### src/ptec_pkg.sv
`timescale 1ns / 1ps
package ptec_pkg;

   localparam logic [2:0] ST_UNUSED   = 3'd0;
   localparam logic [2:0] ST_VALID    = 3'd1;
   localparam logic [2:0] ST_RANGE    = 3'd2;
   localparam logic [2:0] ST_REVERSED = 3'd3;
   localparam logic [2:0] ST_ZERO_UID = 3'd4;
   localparam logic [2:0] ST_OVERLAP  = 3'd5;
   localparam logic [2:0] ST_SKIPPED  = 3'd6;
   localparam logic [2:0] ST_TOO_MANY = 3'd7;

   localparam logic CSR_USABLE_FIRST = 1'b0;
   localparam logic CSR_USABLE_LAST  = 1'b1;

   localparam int BLK_W = 64;

   typedef struct packed {
      logic [63:0] type_id_low;
      logic [63:0] type_id_high;
      logic [63:0] unique_id_low;
      logic [63:0] unique_id_high;
      logic [63:0] start_block;
      logic [63:0] end_block;
      logic        final_entry;
   } req_beat_type;

   typedef struct packed {
      logic [2:0] entry_status;
      logic       table_ok;
      logic [7:0] valid_count;
      logic [7:0] entry_count;
      logic       table_done;
   } rsp_beat_type;

   typedef struct packed {
      logic [BLK_W-1:0] a0;
      logic [BLK_W-1:0] b0;
      logic [BLK_W-1:0] a1;
      logic [BLK_W-1:0] b1;
   } cmp_req_type;

   typedef struct packed {
      logic le0;
      logic le1;
   } cmp_rsp_type;

endpackage

### src/ptec_cmp.sv
`timescale 1ns / 1ps
module ptec_cmp (
   input  ptec_pkg::cmp_req_type cmp_req,
   output ptec_pkg::cmp_rsp_type cmp_rsp
);
   import ptec_pkg::*;

   // two unsigned a <= b compares, shared by every check step
   assign cmp_rsp.le0 = (cmp_req.a0 <= cmp_req.b0);
   assign cmp_rsp.le1 = (cmp_req.a1 <= cmp_req.b1);
endmodule

### config.mk
export PLATFORM = sky130hd
export DESIGN_NAME = ptec_cmp
export DESIGN_NICKNAME = d
export VERILOG_FILES = /design/src/ptec_pkg.sv /design/src/ptec_cmp.sv
export SDC_FILE = /design/constraint.sdc
export NUM_CORES = 1
export LEC_CHECK = 0
export ABC_AREA = 1
export BUFFER_PORTS_ARGS = -buffer_cell sky130_fd_sc_hd__buf_4
export CORE_AREA = 2 2 100 102
export DETAILED_ROUTE_END_ITERATION = 12
export DIE_AREA = 0 0 102 104
export PLACE_DENSITY = 0.82
export SLEW_MARGIN = 25
export SYNTH_ARGS = -nofsm -noshare
export SYNTH_HDL_FRONTEND = slang
export SYNTH_SLANG_ARGS = --single-unit
### constraint.sdc
create_clock -name vclk -period 1.75
set_clock_uncertainty 0.1 [all_clocks]
set_input_delay 0.35 -clock vclk [all_inputs]
set_output_delay 0.35 -clock vclk [all_outputs]
set_load 0.01 [all_outputs]
Yosys cells after proc, flatten, opt, wreduce, memory -nomap -nowiden

Index checks and enable logic that the tools add are counted.

Latch bits: 0
Bits in read-only memories: 0
Output and inout port bits: 2
Flip-flop bits (word level): 0
Logic and storage cells: 2
Memory bits (writable): 0
Memories kept: 0
Input bits: 256

Divide/modulo/power cells: 0
Reduce and logical (&&, ||, !) cells: 0
Add/subtract/negate cells: 0
Multipliers: 0
Equal/unequal tests: 0
Bitwise operators: 0
Mux-type cells: 0
$lt $le $gt $ge: 2
Shift-type cells: 0

Operators with widths:

| cell                 | number |
|---|---|
| <= comparator 64 bit | 2 |

Depth between registers and ports, before layout

Gate-level depths: netlist of run 1.

Depth after elaboration: 1
Gate-level depth with buffers: 16
Mapped depth without buffers: 16

Least setup slack after synthesis of run 1

Ideal clock, no wire load.

Path kind: input to output
Start: input cmp_req[63] (netlist name)
End: output cmp_rsp[0] (netlist name)
Arrival: 1.386 ns
Setup slack: -0.086 ns
Stages: 10
Path buffers: 0
Required time: 1.300 ns
Path through: inv_1 -> ha_1 -> nand2_1 -> inv_1 -> nand3_2 -> nor3_4 -> inv_2 -> nor3_2 -> nand4_1 -> nand2_1

RTL lines:

| element     | line          | RTL |
|---|---|---|
| from (decl) | ptec_cmp.sv:3 | `input ptec_pkg::cmp_req_type cmp_req,` |
| to (decl)   | ptec_cmp.sv:4 | `output ptec_pkg::cmp_rsp_type cmp_rsp` |

==> metrics.yaml, run 1 <==
routing:
  top_layer_used: "met4"
  vias: 4428
  viasPerCell: 4.671
  drc: 0
  avgRoutedWirePerCell_um: 13.90
  postRouteAntennaNets: 0
  wl_met1_mm: 4.859
  met3_length_um: 875
  wl_mm: 13.17
  dr.pass1.iters: 6
  dr_wl_met2_mm: 6.793
  dr.first_iter.drc_count: 97
pwr:
  seq_power_share: 0
  p_sw_w: 0.0006378
  power_switching_share: 0.4318
  power.internal_w: 0.0008391
  ir_drop_mv: 0.1290
  combPwrFrac: 1.000
  finalPower_w: 0.001477
  power_frac_clock: 0
  cellLeakagePower_nw: 3.666
  power-per-cell-area_nw_per_um2: 225.5
synth:
  yosys_warnings: 0
  synth_cell_types: 22
  synth_top_cell_area_share: 0.4687
  syn_nets: 925
  synth_cells: 541
  synthesis.area_um2: 3417
  yosysTopAreaCell: "ha_1"
  ys_top_cells_by_area: "ha_1 47%, inv_1 17%, nand2_1 13%"
  seq_area_frac_synth: 0
  synth.avg_cell_area_um2: 6.316
cells_and_area:
  fin_area_um2: 6550
  num_antenna_cells: 0
  synthToLayoutAreaGrowth_pct: 91.69
  nets: 1201
  design.seq.count: 0
  seqCellArea_um2: 0
  clock_buffers: 0
  fin_util: 0.6859
  final_cells: 948
  drive_gt1_frac: 0.5104
  num-fill-cells: 760
min_path:
  hold_depth: 7
  hp-start: "cmp_req[196]"
  holdPathEnd: "cmp_rsp[1]"
  hold_class: "primary input to output pin"
global_routing:
  grt_use_total: 0.2341
  antenna_found_initial: 0
  grt_pass1_wl_mm: 20.44
  grt_max_degree: 4
  grt_overflow: 0
  grt_pass1_vias: 4658
floorplan:
  die-area_um2: 10610
  core_area_um2: 9549
  rows: 36
  ios: 258
  start_util: 0.3578
  chipHeight_um: 104
  die_width_um: 102
placement:
  dp_cells: 942
  portBuffers: 258
  place_area_um2: 5846
  dpl.hpwl_mm: 10.43
  place_congestion: 0.9004
clock_network:
  cts_hold_buf: 0
sta:
  hold_viol: 0
  tightestPinTransition_ns: 0.2254
  period_share: 1.227
  rsz0062_at_grt: "yes"
  setup_tns_ns: -0.7697
  fmax_ghz: 0.4658
  slew_viol_final: 0
  maxSlewHeadroom: 0.8486
  period_needed_ns: 2.147
  setup_ws_ns: -0.3969
  finalSetupViolCount: 2
setup_path:
  worstSetupEndpointType: "output pin"
  worstPathCellList: "buf_4 -> ha_1 -> nand2_2 -> nor2_2 -> nand4_1 -> nor3_4 -> nand2_1 -> nand2_2 -> nand2_2 -> buf_6"
  critPathKind: "primary input to output pin"
  worst-path-buf-inv: 2
  crit_family: "simple AND/OR/NAND/NOR gates"
  crit_required_ns: 1.30
  crit_path_start_kind: "primary input"
  cp_slowest_cell: "ha_1"
  max_stage_delay_ns: 0.30
  worstPathMaxFanout: 2
  crit_path_frequent_cell: "nand2_2"
  cp.arrival_ns: 1.70
run:
  cap_violations: 0
run_status:
  violations: "negative setup slack"
  status: "finished with violations"
## area by class of cell
cell class | count | area [um^2] | area share
multi-input combinational | 389 | 3641 | 0.5559
inverter | 152 | 603.1 | 0.09207
timing repair buffer | 274 | 2140 | 0.3266
tap | 133 | 166.4 | 0.02541
## per-stage QoR
| step | setup slack (ns) | hold slack (ns) |
|---|---|---|
| floorplan | -0.05516 | 1.031 |
| global placement | -0.3911 | 1.290 |
| detailed placement | -0.4489 | 1.290 |
| CTS | -0.3515 | 1.277 |
| global route | -0.4952 | 1.304 |
| finish | -0.3969 | 1.270 |
## cell families (layout without fill, tap and decap cells)
| group | after synthesis | count (layout) | synth area share |
|---|---|---|---|
| buf+inv | 152 | 426 | 0.1670 |
| simple gates | 173 | 173 | 0.2252 |
| fa+ha+maj | 128 | 128 | 0.4687 |
| compound gates | 88 | 88 | 0.1391 |
## power by group through the flow
| stage | sequential [W] | clock (W) | combinational (W) |
|---|---|---|---|
| 5_1_grt | 0 | 0 | 0.00164 |
| 6_report | 0 | 0 | 0.00148 |
| 3_5_place_dp | 0 | 0 | 0.00123 |
| 2_1_floorplan | 0 | 0 | 0.000600 |
| 4_1_cts | 0 | 0 | 0.00141 |
| 3_3_place_gp | 0 | 0 | 0.00121 |
## metal layers
layer | global-route usage | vias up
li1 | - | 2290
met1 | 0.2569 | 1923
met2 | 0.4366 | 167
met3 | 0.04234 | 48
met4 | 0.08571 | 0
met5 | 0 | -
## synthesized netlist by cell type
master / instances
nor3_1: 4
inv_1: 151
nand3_2: 1
o21bai_1: 2
ha_1: 128
o21a_1: 8
nand2_1: 114
nor4_1: 1
nor2_2: 3
a21oi_1: 60
nor3_2: 2
o21ai_0: 12
nor4_2: 1
nor4_4: 1
nand3b_1: 2
nor3_4: 1
a21o_1: 4
o21ai_1: 2
inv_2: 1
nand4_1: 12
nand3_1: 8
nor2_1: 23
## what timing repair did
item | 4_1_cts | 5_1_grt
resized for setup | 98 | 24
buffers inserted | 3 | 3
endpoints found under the setup margin | 2 | 2
pin swaps | 59 | 15
hold endpoints to repair | 0 | 0
## worst min-delay path, stage by stage
cell and delay (ns):
buf_4 0.08, ha_1 0.21, nand2_1 0.07, nor3_1 0.05
nand4_1 0.09, nand2_2 0.05, buf_6 0.11
## layout by cell type (no fill, tap or decap), drive strengths merged
master    n
nand4    12
buf     274
o21a      8
nor3      7
o21bai    2
a21oi    60
nor2     26
inv     152
nand2   114
a21o      4
o21ai    14
nand3b    2
nor4      3
ha      128
nand3     9
## how the worst max path moves through the flow
stage / slack, ns / startpoint / end / cells after the start
after global placement: -0.39 / cmp_req[106] / cmp_rsp[0] / 12
final: -0.40 / cmp_req[118] / cmp_rsp[0] / 10
after floorplan: -0.06 / cmp_req[31] / cmp_rsp[0] / 11
after detailed placement: -0.45 / cmp_req[111] / cmp_rsp[0] / 10
after CTS: -0.35 / cmp_req[89] / cmp_rsp[0] / 10
after global routing: -0.50 / cmp_req[27] / cmp_rsp[0] / 13
Note: power is estimated with default switching activity, not from simulation.
==> inputs of run 2 (changes only) <==
- CORE_AREA: 2 2 100 102 -> unset
- CORE_UTILIZATION: unset -> 30
- DIE_AREA: 0 0 102 104 -> unset
- PLACE_DENSITY: 0.82 -> 0.69
- clock period: 1.75 -> 2.07 ns (I/O delays scaled with it)
==> metrics.yaml, run 2 (synthesized netlist as in run 1, its figures left out) <==
run_status:
  status: "finished with violations"
  violations: "negative setup slack"
floorplan:
  die_width_um: 108.7  # +6.6%
  rows: 38  # +5.6%
  start_util: 0.3111  # -0.04672
  core_area_um2: 10980  # +15%
  ios: 258  # unchanged
  die-area_um2: 11820  # +11%
  chipHeight_um: 108.7  # +4.5%
clock_network:
  cts_hold_buf: 0  # unchanged
setup_path:
  cp_slowest_cell: "ha_1"
  worstSetupEndpointType: "output pin"
  cp.arrival_ns: 1.75  # +0.05 ns
  worstPathMaxFanout: 3  # +1
  crit_required_ns: 1.56  # +0.26 ns
  critPathKind: "primary input to output pin"
  crit_path_frequent_cell: "nand2_1"
  crit_path_start_kind: "primary input"
  max_stage_delay_ns: 0.33  # +0.03 ns
  worst-path-buf-inv: 3  # +1
  worstPathCellList: "buf_4 -> inv_1 -> ha_1 -> a21o_1 -> o21ai_1 -> nand2_1 -> a21oi_1 -> nand2_1 -> nand2_1 -> nand2_1 -> nand2_2 -> buf_6"
  crit_family: "compound AO/OA/AOI/OAI gates"
sta:
  rsz0062_at_grt: "yes"
  period_share: 1.095
  finalSetupViolCount: 2  # unchanged
  slew_viol_final: 0  # unchanged
  hold_viol: 0  # unchanged
  maxSlewHeadroom: 0.8302  # -0.01839
  fin_hold_ws_ns: 1.419  # +0.1495 ns
  fmax_ghz: 0.4412
  period_needed_ns: 2.267
  tightestPinTransition_ns: 0.2528  # +0.02739 ns
  setup_ws_ns: -0.1968  # +0.2001 ns
run:
  cap_violations: 0  # unchanged
global_routing:
  antenna_found_initial: 0  # unchanged
  grt_pass1_wl_mm: 17.43  # -15%
  grt_pass1_vias: 4173  # -10%
  grt_use_total: 0.1825  # -0.05163
  grt_overflow: 0  # unchanged
  grt_max_degree: 4  # unchanged
cells_and_area:
  fin_area_um2: 6648  # +1.5%
  design.seq.count: 0  # unchanged
  clock_buffers: 0  # unchanged
  mostFrequentLayoutCells: "239 x buf_4, 110 x inv_1, 89 x nand2_1, 77 x ha_1, 51 x ha_4"
  drive_gt1_frac: 0.5166  # +0.006135
  multiInputGateArea_um2: 3697  # +1.5%
  synthToLayoutAreaGrowth_pct: 94.54
  num-fill-cells: 953  # +25%
  layout_commonest_cell: "buf_4"
  num_antenna_cells: 0  # unchanged
  final_cells: 955  # +0.74%
  seqCellArea_um2: 0  # unchanged
  nets: 1201  # unchanged
placement:
  dp_cells: 953  # +1.2%
  dpl.hpwl_mm: 9.817  # -5.9%
  place_congestion: 0.7905  # -12%
  place_area_um2: 5634  # -3.6%
  portBuffers: 258  # unchanged
routing:
  postRouteAntennaNets: 0  # unchanged
  dr.first_iter.drc_count: 50  # -48%
  dr.pass1.iters: 4  # -2
  vias: 4358  # -1.6%
  drc: 0  # unchanged
  wl_mm: 12.09  # -8.2%
  avgRoutedWirePerCell_um: 12.66  # -8.9%
  viasPerCell: 4.563  # -2.3%
pwr:
  finalPower_w: 0.001282  # -13%
  cellLeakagePower_nw: 3.714  # +1.3%
  power-per-cell-area_nw_per_um2: 192.9  # -14%
  ir_drop_mv: 0.1084  # -16%
min_path:
  hold_class: "primary input to output pin"
==> run 2: metrics by stage <==
stage,setup TNS [ns],setup slack (ns),utilization
after CTS,-0.3257,-0.2066,0.5730
after global placement,-0.4594,-0.2678,0.5130
final,-0.3258,-0.1968,0.6053
after floorplan,0,0.1058,-
after detailed placement,-0.5285,-0.2936,0.5130
after global routing,-0.6029,-0.3763,0.6053
==> run 2: cell type report <==
| cell class | count | area share |
|---|---|---|
| repair buffers | 274 | 0.3298 |
| inverters | 152 | 0.08771 |
| multi-input cells | 389 | 0.5562 |
| well taps | 140 | 0.02635 |
==> run 2: per-layer routing <==
layer  track usage  vias to the layer above  wire length [um]
met5             0                        -                 0
met4       0.02799                        0               340
met3       0.03168                       26               960
met2        0.3920                      179              6623
met1        0.1789                     1866              4167
li1              -                     2287                 -
==> run 2: power by group <==
part	leakage (nW)	internal (W)	switching (W)	total [W]
clock	0	0	0	0
sequential	0	0	0	0
combinational	3.71	0.000738	0.000544	0.00128
==> run 2: timing repair <==
action / 4_1_cts / 5_1_grt
hold endpoints to repair: 0 / 0
setup buffers: 2 / 1
cloned: 0 / 0
setup endpoints to repair: 2 / 2
gates resized for setup: 126 / 70
pin swaps: 69 / 37
==> run 2: path summary, 6_finish.rpt <==
check / end / depth (start not counted) / from
worst max-delay path: cmp_rsp[0] / 12 / cmp_req[19]
worst min-delay path: cmp_rsp[1] / 7 / cmp_req[128]
==> run 2: worst min-delay path, stage by stage <==
cell and delay, ns:
buf_4 0.08, ha_1 0.22, nand3_1 0.08, nor3_1 0.04
nand4_1 0.07, nand2_1 0.06, buf_6 0.12
