==> config.mk <==
export PLATFORM = sky130hd
export DESIGN_NAME = ptec_seq
export DESIGN_NICKNAME = d
export VERILOG_FILES = /design/src/ptec_pkg.sv /design/src/ptec_seq.sv
export SDC_FILE = /design/constraint.sdc
export NUM_CORES = 1
export LEC_CHECK = 0
export ABC_AREA = 1
export BUFFER_PORTS_ARGS = -buffer_cell sky130_fd_sc_hd__buf_2
export CORE_AREA = 2 2 414 416
export DETAILED_ROUTE_END_ITERATION = 10
export DIE_AREA = 0 0 416 418
export GPL_ROUTABILITY_DRIVEN = 0
export GPL_TIMING_DRIVEN = 1
export PLACE_DENSITY = 0.3
export SETUP_SLACK_MARGIN = 0.5
export SYNTH_ARGS = -nofsm -noshare
export SYNTH_HDL_FRONTEND = slang
export SYNTH_SLANG_ARGS = --single-unit
==> constraint.sdc <==
create_clock -name clock -period 12.9 [get_ports clock]
set_input_delay 0.645 -clock clock [delete_from_list [all_inputs] [get_ports clock]]
set_output_delay 0.645 -clock clock [all_outputs]
set_load 0.01 [all_outputs]
==> src/ptec_pkg.sv <==
`timescale 1ns / 1ps
package ptec_pkg;

   localparam logic [2:0] ST_UNUSED   = 3'd0;
   localparam logic [2:0] ST_VALID    = 3'd1;
   localparam logic [2:0] ST_RANGE    = 3'd2;
   localparam logic [2:0] ST_REVERSED = 3'd3;
   localparam logic [2:0] ST_ZERO_UID = 3'd4;
   localparam logic [2:0] ST_OVERLAP  = 3'd5;
   localparam logic [2:0] ST_SKIPPED  = 3'd6;
   localparam logic [2:0] ST_TOO_MANY = 3'd7;

   localparam logic CSR_USABLE_FIRST = 1'b0;
   localparam logic CSR_USABLE_LAST  = 1'b1;

   localparam int BLK_W = 64;

   typedef struct packed {
      logic [63:0] type_id_low;
      logic [63:0] type_id_high;
      logic [63:0] unique_id_low;
      logic [63:0] unique_id_high;
      logic [63:0] start_block;
      logic [63:0] end_block;
      logic        final_entry;
   } req_beat_type;

   typedef struct packed {
      logic [2:0] entry_status;
      logic       table_ok;
      logic [7:0] valid_count;
      logic [7:0] entry_count;
      logic       table_done;
   } rsp_beat_type;

   typedef struct packed {
      logic [BLK_W-1:0] a0;
      logic [BLK_W-1:0] b0;
      logic [BLK_W-1:0] a1;
      logic [BLK_W-1:0] b1;
   } cmp_req_type;

   typedef struct packed {
      logic le0;
      logic le1;
   } cmp_rsp_type;

endpackage

==> src/ptec_seq.sv <==
`timescale 1ns / 1ps
module ptec_seq #(
   parameter int MAX_ENTRIES = 128
) (
   input  logic                                                clock,
   input  logic                                                reset,
   input  logic                                                req_valid,
   output logic                                                req_stall,
   input  ptec_pkg::req_beat_type                              req_data,
   output logic                                                rsp_valid,
   input  logic                                                rsp_stall,
   output ptec_pkg::rsp_beat_type                              rsp_data,
   input  logic [63:0]                                         usable_first,
   input  logic [63:0]                                         usable_last,
   output ptec_pkg::cmp_req_type                               cmp_req,
   input  ptec_pkg::cmp_rsp_type                               cmp_rsp,
   output logic                                                ram_wr_en,
   output logic [((MAX_ENTRIES > 1) ? $clog2(MAX_ENTRIES) : 1)-1:0] ram_wr_addr,
   output logic [2*ptec_pkg::BLK_W-1:0]                        ram_wr_data,
   output logic                                                ram_rd_en,
   output logic [((MAX_ENTRIES > 1) ? $clog2(MAX_ENTRIES) : 1)-1:0] ram_rd_addr,
   input  logic [2*ptec_pkg::BLK_W-1:0]                        ram_rd_data
);
   import ptec_pkg::*;

   localparam int AW = (MAX_ENTRIES > 1) ? $clog2(MAX_ENTRIES) : 1;
   localparam int CW = $clog2(MAX_ENTRIES + 1);
   localparam int SW = (CW > 8) ? CW : 9;

   typedef enum logic [2:0] {
      S_IDLE,
      S_CHK_RANGE,
      S_CHK_ORDER,
      S_SCAN,
      S_COMMIT
   } state_type;

   state_type      state_ff, state_in;
   logic [63:0]    start_ff, start_in;
   logic [63:0]    end_ff, end_in;
   logic           final_ff, final_in;
   logic           unused_ff, unused_in;
   logic           zuid_ff, zuid_in;
   logic [2:0]     status_ff, status_in;
   logic [CW-1:0]  stored_ff, stored_in;
   logic [CW-1:0]  seen_ff, seen_in;
   logic           failed_ff, failed_in;
   logic [CW-1:0]  scan_ff, scan_in;
   logic           pend_ff, pend_in;
   logic           rsp_valid_ff, rsp_valid_in;
   rsp_beat_type   rsp_data_ff, rsp_data_in;

   logic           slot_free;
   logic           issue;
   logic           store_it;
   logic           fail_it;
   logic [CW-1:0]  stored_nx;
   logic [CW-1:0]  seen_nx;
   logic [63:0]    rd_start;
   logic [63:0]    rd_end;

   function automatic logic [7:0] sat8(input logic [CW-1:0] c);
      logic [SW-1:0] v;
      v = SW'(c);
      sat8 = (v > SW'(255)) ? 8'hFF : v[7:0];
   endfunction

   assign rd_start  = ram_rd_data[2*BLK_W-1:BLK_W];
   assign rd_end    = ram_rd_data[BLK_W-1:0];
   assign slot_free = !rsp_valid_ff || !rsp_stall;
   assign issue     = (scan_ff < stored_ff);
   assign store_it  = (status_ff == ST_VALID) && (stored_ff < CW'(MAX_ENTRIES));
   assign fail_it   = (status_ff != ST_UNUSED) && (status_ff != ST_VALID) &&
                      (status_ff != ST_SKIPPED);
   assign stored_nx = store_it ? stored_ff + CW'(1) : stored_ff;
   assign seen_nx   = (seen_ff < CW'(MAX_ENTRIES)) ? seen_ff + CW'(1) : seen_ff;

   always_comb begin
      state_in     = state_ff;
      start_in     = start_ff;
      end_in       = end_ff;
      final_in     = final_ff;
      unused_in    = unused_ff;
      zuid_in      = zuid_ff;
      status_in    = status_ff;
      stored_in    = stored_ff;
      seen_in      = seen_ff;
      failed_in    = failed_ff;
      scan_in      = scan_ff;
      pend_in      = pend_ff;
      rsp_valid_in = rsp_valid_ff && rsp_stall;
      rsp_data_in  = rsp_data_ff;
      cmp_req      = '0;
      ram_wr_en    = 1'b0;
      ram_wr_addr  = stored_ff[AW-1:0];
      ram_wr_data  = {start_ff, end_ff};
      ram_rd_en    = 1'b0;
      ram_rd_addr  = scan_ff[AW-1:0];

      case (state_ff)
         S_IDLE: begin
            if (req_valid) begin
               start_in  = req_data.start_block;
               end_in    = req_data.end_block;
               final_in  = req_data.final_entry;
               unused_in = (req_data.type_id_low == '0) && (req_data.type_id_high == '0);
               zuid_in   = (req_data.unique_id_low == '0) && (req_data.unique_id_high == '0);
               state_in  = S_CHK_RANGE;
            end
         end
         S_CHK_RANGE: begin
            cmp_req.a0 = usable_first;
            cmp_req.b0 = start_ff;
            cmp_req.a1 = end_ff;
            cmp_req.b1 = usable_last;
            state_in   = S_COMMIT;
            if (failed_ff) begin
               status_in = ST_SKIPPED;
            end else if (seen_ff >= CW'(MAX_ENTRIES)) begin
               status_in = ST_TOO_MANY;
            end else if (unused_ff) begin
               status_in = ST_UNUSED;
            end else if (!(cmp_rsp.le0 && cmp_rsp.le1)) begin
               status_in = ST_RANGE;
            end else begin
               state_in = S_CHK_ORDER;
            end
         end
         S_CHK_ORDER: begin
            cmp_req.a0 = start_ff;
            cmp_req.b0 = end_ff;
            state_in   = S_COMMIT;
            if (!cmp_rsp.le0) begin
               status_in = ST_REVERSED;
            end else if (zuid_ff) begin
               status_in = ST_ZERO_UID;
            end else begin
               scan_in  = '0;
               pend_in  = 1'b0;
               state_in = S_SCAN;
            end
         end
         S_SCAN: begin
            // read one stored range per cycle, compare it the cycle after
            cmp_req.a0 = start_ff;
            cmp_req.b0 = rd_end;
            cmp_req.a1 = rd_start;
            cmp_req.b1 = end_ff;
            if (pend_ff && cmp_rsp.le0 && cmp_rsp.le1) begin
               status_in = ST_OVERLAP;
               pend_in   = 1'b0;
               state_in  = S_COMMIT;
            end else if (!issue) begin
               status_in = ST_VALID;
               pend_in   = 1'b0;
               state_in  = S_COMMIT;
            end else begin
               ram_rd_en = 1'b1;
               scan_in   = scan_ff + CW'(1);
               pend_in   = 1'b1;
            end
         end
         S_COMMIT: begin
            if (slot_free) begin
               ram_wr_en                = store_it;
               rsp_valid_in             = 1'b1;
               rsp_data_in.entry_status = status_ff;
               rsp_data_in.table_ok     = !(failed_ff || fail_it);
               rsp_data_in.valid_count  = sat8(stored_nx);
               rsp_data_in.entry_count  = sat8(seen_nx);
               rsp_data_in.table_done   = final_ff;
               if (final_ff) begin
                  stored_in = '0;
                  seen_in   = '0;
                  failed_in = 1'b0;
               end else begin
                  stored_in = stored_nx;
                  seen_in   = seen_nx;
                  failed_in = failed_ff || fail_it;
               end
               state_in = S_IDLE;
            end
         end
         default: begin
            state_in = S_IDLE;
         end
      endcase
   end

   always_ff @(posedge clock) begin
      start_ff    <= start_in;
      end_ff      <= end_in;
      final_ff    <= final_in;
      unused_ff   <= unused_in;
      zuid_ff     <= zuid_in;
      status_ff   <= status_in;
      scan_ff     <= scan_in;
      rsp_data_ff <= rsp_data_in;
      if (reset) begin
         state_ff     <= S_IDLE;
         stored_ff    <= '0;
         seen_ff      <= '0;
         failed_ff    <= 1'b0;
         pend_ff      <= 1'b0;
         rsp_valid_ff <= 1'b0;
      end else begin
         state_ff     <= state_in;
         stored_ff    <= stored_in;
         seen_ff      <= seen_in;
         failed_ff    <= failed_in;
         pend_ff      <= pend_in;
         rsp_valid_ff <= rsp_valid_in;
      end
   end

   assign req_stall = (state_ff != S_IDLE);
   assign rsp_valid = rsp_valid_ff;
   assign rsp_data  = rsp_data_ff;
endmodule

## After elaboration in Yosys (flattened, before gate mapping)

Cells that the tools add are included.

- Logic and storage cells: 112
- Bits of input ports: 647
- Output and inout port bits: 423
- Register bits after elaboration: 185

- Reduce and logical (&&, ||, !) cells: 29
- $lt $le $gt $ge: 4
- Add/sub/neg operators: 3
- Multiplexer cells: 42
- Equal/unequal tests: 16

Operators by type and width:

| cell | number |
|---|---|
| $pmux 128 s3 | 1 |
| $logic_not 64->1 | 4 |
| $pmux 128 s2 | 1 |
| $mux 8 | 8 |
| $mux 3 | 18 |
| $add 8x1->8 const B | 3 |
| $lt 8x8->1 const B | 2 |
| $pmux 8 s2 | 1 |
| $pmux 3 s5 | 1 |
| $ne 2x2->1 const B | 6 |
| $mux 1 | 10 |
| $logic_and 1x1->1 | 9 |
| $ne 3x3->1 const B | 3 |
| $pmux 3 s3 | 1 |
| $reduce_bool 3->1 | 3 |
| $ge 8x8->1 const B | 1 |
| $lt 8x8->1 | 1 |
| $eq 3x1->1 const B | 2 |
| $eq 3x2->1 const B | 2 |
| $reduce_and 3->1 | 2 |
| $ne 5x5->1 const B | 1 |
| $reduce_and 5->1 | 1 |
| $reduce_and 2->1 | 2 |
| $reduce_and 4->1 | 1 |
| other kinds (7) | 10 |

## Logic depth before layout (Yosys ltp)

- Depth after elaboration: 6
- Gate-level depth with buffers: 12

## Worst setup path before layout

No wires, ideal clock.

- Path type: register to register
- Start: reg state_ff[1]
- End: reg end_ff[0], enable pin
- Setup time: 0.623 ns
- Data arrival time: 6.133 ns
- Path slack: 6.144 ns
- Stages on the path, launching flop included: 5
- Period minus slack after synthesis: 6.756 ns
- Path through: dfxtp_1 > buf_6 > nor2_4 > nand2_1 > nor2_1

- Cells in the longest elaborated chain, start to end: 2

RTL lines:

| item | line | RTL |
|---|---|---|
| start: declaration | ptec_seq.sv:38 | `state_type state_ff, state_in;` |
| start signal: assignment | ptec_seq.sv:207 | `state_ff <= state_in;` |
| $logic_not 3->1 | ptec_seq.sv:100 | `case (state_ff)` |
| $reduce_and 2->1 (no line) | - |  |
| end signal: assignment | ptec_seq.sv:192 | `end_ff <= end_in;` |
| end: declaration | ptec_seq.sv:40 | `logic [63:0] end_ff, end_in;` |

Every way passes these cells.
A chain may end at the register's enable or synchronous reset.

==> flow_summary.ini <==
[status]
outcome = complete, no violations

[drt]
via_count = 14800
wire_per_inst_microns = 25.7
met2WireLength_microns = 56600
wl_met1_microns = 46200
drt-total-wl_microns = 118000
ant_nets = 0
routed.top_layer = met5
met3_length_microns = 12800
drt_iter0_drc = 1285
vias_per_cell = 3.21
drc = 0
firstDrtPassIters = 6

[floorplanning]
die_area_sq_um = 174000
start_util = 0.0639
die_height_microns = 418
rows = 151
ioPinCount = 1070
dieWidth_microns = 416
coreArea_sq_um = 169000

[critical_path]
r2r_slack_ns = 9.56
crit_type = flip-flop to primary output
reg2reg_depth = 6
cp_data_arrival_time_ns = 4.22
cp.required_ns = 12.26
startpoint_type = flip-flop
end_kind = primary output
crit_fanout = 57

[global_route]
grt_max_degree = 132
overflow = 0
grt_pass1_vias = 14400
grt_usage = 0.131
grt_first_pass_wirelength_microns = 149000
antenna_found_initial = 82

[timing]
finalSetupViolations = 0
holdWs_ns = 0.250
tns_ns = 0
hold_viol_final = 0
rsz0062_at_grt = false
worst_slack_ns = 8.04
slew_viol_final = 0
fmax_mhz = 206
worstMarginPinSlew_ns = 1.17
clock_skew_ns = 0.0239
max_slew_margin = 0.217
period_needed_ns = 4.86
fin_crit_sh = 0.377

[yosys]
synth_cells = 1343
avgSynthCellArea_sq_um = 8.05
yosysWarnings = 0
ys_types = 36
synth_area_leaders = edfxtp_1 45%, nand2_1 11%, o21ai_0 8.8%
ys_ff_latch = 185
synth_xor_area_frac = 0.00567
synth-compound-area-share = 0.170
synthAdderAreaFrac = 0.0127
yosys.area.top_type = edfxtp_1
yosys.area.top_type_share = 0.453
synthSimpleGateAreaFrac = 0.217
ys_seq_area_frac = 0.494
synth_nets = 2001
syn_area_sq_um = 10800
yosys-mux-area-fraction = 0
synth_top_family_by_area = simple AND/OR/NAND/NOR gates

[pwr]
leakagePower_nw = 8.85
vdd_drop_max_mv = 0.123
powerDensity_nw_per_um2 = 100

[clock_tree]
numCtsBuffers = 17
cts.path.max_buffers = 2
insertion_delay_ns = 0.56
htree_levels = 4
cts_tree = yes
clkTransAtPathRegs_ns = 0.10
cts_hold_buf = 0
cts_resized = 0
postCtsSetupRepairBufs = 0
clkSinkCount = 185
root_buffer = clkbuf_16

[job]
drv_cap = 0

[place]
place_area_sq_um = 18600
dp_hpwl_microns = 102000
place_ws_ns = 8.57
io_buffers = 1069

[layout]
layout-area-overhead-vs-synth_pct = 78.2
post-route-util = 0.114
post-route-cell-area_sq_um = 19300
layout-drive-gt1-share = 0.478
final_common_cell = buf_2
nNetsFinal = 3012
final_cell_mix = 1069 x buf_2, 325 x nand2_1, 190 x o21ai_0

[hold_path]
holdCritPathClass = input port to flip-flop
min_path_cells = 1
[power by group]
part           leakage, nW  switching (W)  internal (W)
registers             1.73      0.0000418      0.000709
logic                 6.83       0.000400      0.000189
clock network        0.295       0.000331      0.000262
[critical path: stages, from the launching register on]
cell and delay, ns:
dfxtp_1 0.59, nand2_4 0.30, nor2_4 0.72, buf_4 0.67
buf_4 0.66, nand2_1 0.15, o221ai_1 0.16, buf_2 0.20
[cell usage after synthesis (all sizes together)]
| master | count |
|---|---|
| nand2 | 327 |
| o21ai | 207 |
| inv | 173 |
| nor2 | 172 |
| edfxtp | 163 |
| o221ai | 63 |
| buf | 48 |
| nand4 | 41 |
| clkbuf | 39 |
| a21oi | 27 |
| dfxtp | 22 |
| nand3 | 16 |
| ha | 11 |
| nor3 | 6 |
| o211ai | 5 |
| xor2 | 5 |
| o21a | 4 |
| or2 | 3 |
| a21boi | 2 |
| a32o | 2 |
| xnor2 | 2 |
| a22oi | 1 |
| and2 | 1 |
| and3b | 1 |
| nor3b | 1 |
| o21bai | 1 |
[sequential cells by signal, indices dropped and copies added (netlist names)]
register	count
end_ff	64
start_ff	64
rsp_data	21
scan_ff	8
seen_ff	8
stored_ff	8
state_ff	3
status_ff	3
failed_ff	1
final_ff	1
pend_ff	1
rsp_valid	1
unused_ff	1
zuid_ff	1
[kinds of logic after synthesis]
logic type      Yosys count
simple gates            568
compound gates          312
buf+inv                 260
flops                   185
fa+ha+maj                11
xor+xnor                  7
[layout make-up]
class | instances | area, sq um
antenna | 18 | 45.0
clock inverter | 15 | 178
clock buffer | 17 | 425
sequential | 185 | 5340
inverter | 173 | 659
multi-input combinational | 898 | 4410
tap | 2218 | 2780
timing repair buffer | 1079 | 5440
fill | 19800 | 150000
[layer usage]
layer,up-vias,track usage
met5,-,0
met4,66,0.0361
met1,7160,0.153
li1,6580,-
met2,800,0.214
met3,182,0.0630
[path summary, 6_finish.rpt]
| check | startpoint | end |
|---|---|---|
| max reg2reg | state_ff[1]$_SDFFE_PP0P_ | start_ff[43]$_DFFE_PP_ |
| min | req_data[96] | start_ff[31]$_DFFE_PP_ |
| min reg2reg | seen_ff[3]$_SDFFE_PP0P_ | seen_ff[3]$_SDFFE_PP0P_ |
| max | state_ff[1]$_SDFFE_PP0P_ | cmp_req[189] |
[metrics by stage]
step,std cells,power (W)
6_report,4603,0.00193
5_1_grt,4588,0.00204
4_1_cts,4585,0.00201
3_5_place_dp,4553,0.00137
3_3_place_gp,4553,0.00137
2_1_floorplan,1343,0.000955
No activity file was read; power rests on OpenSTA's default activity.
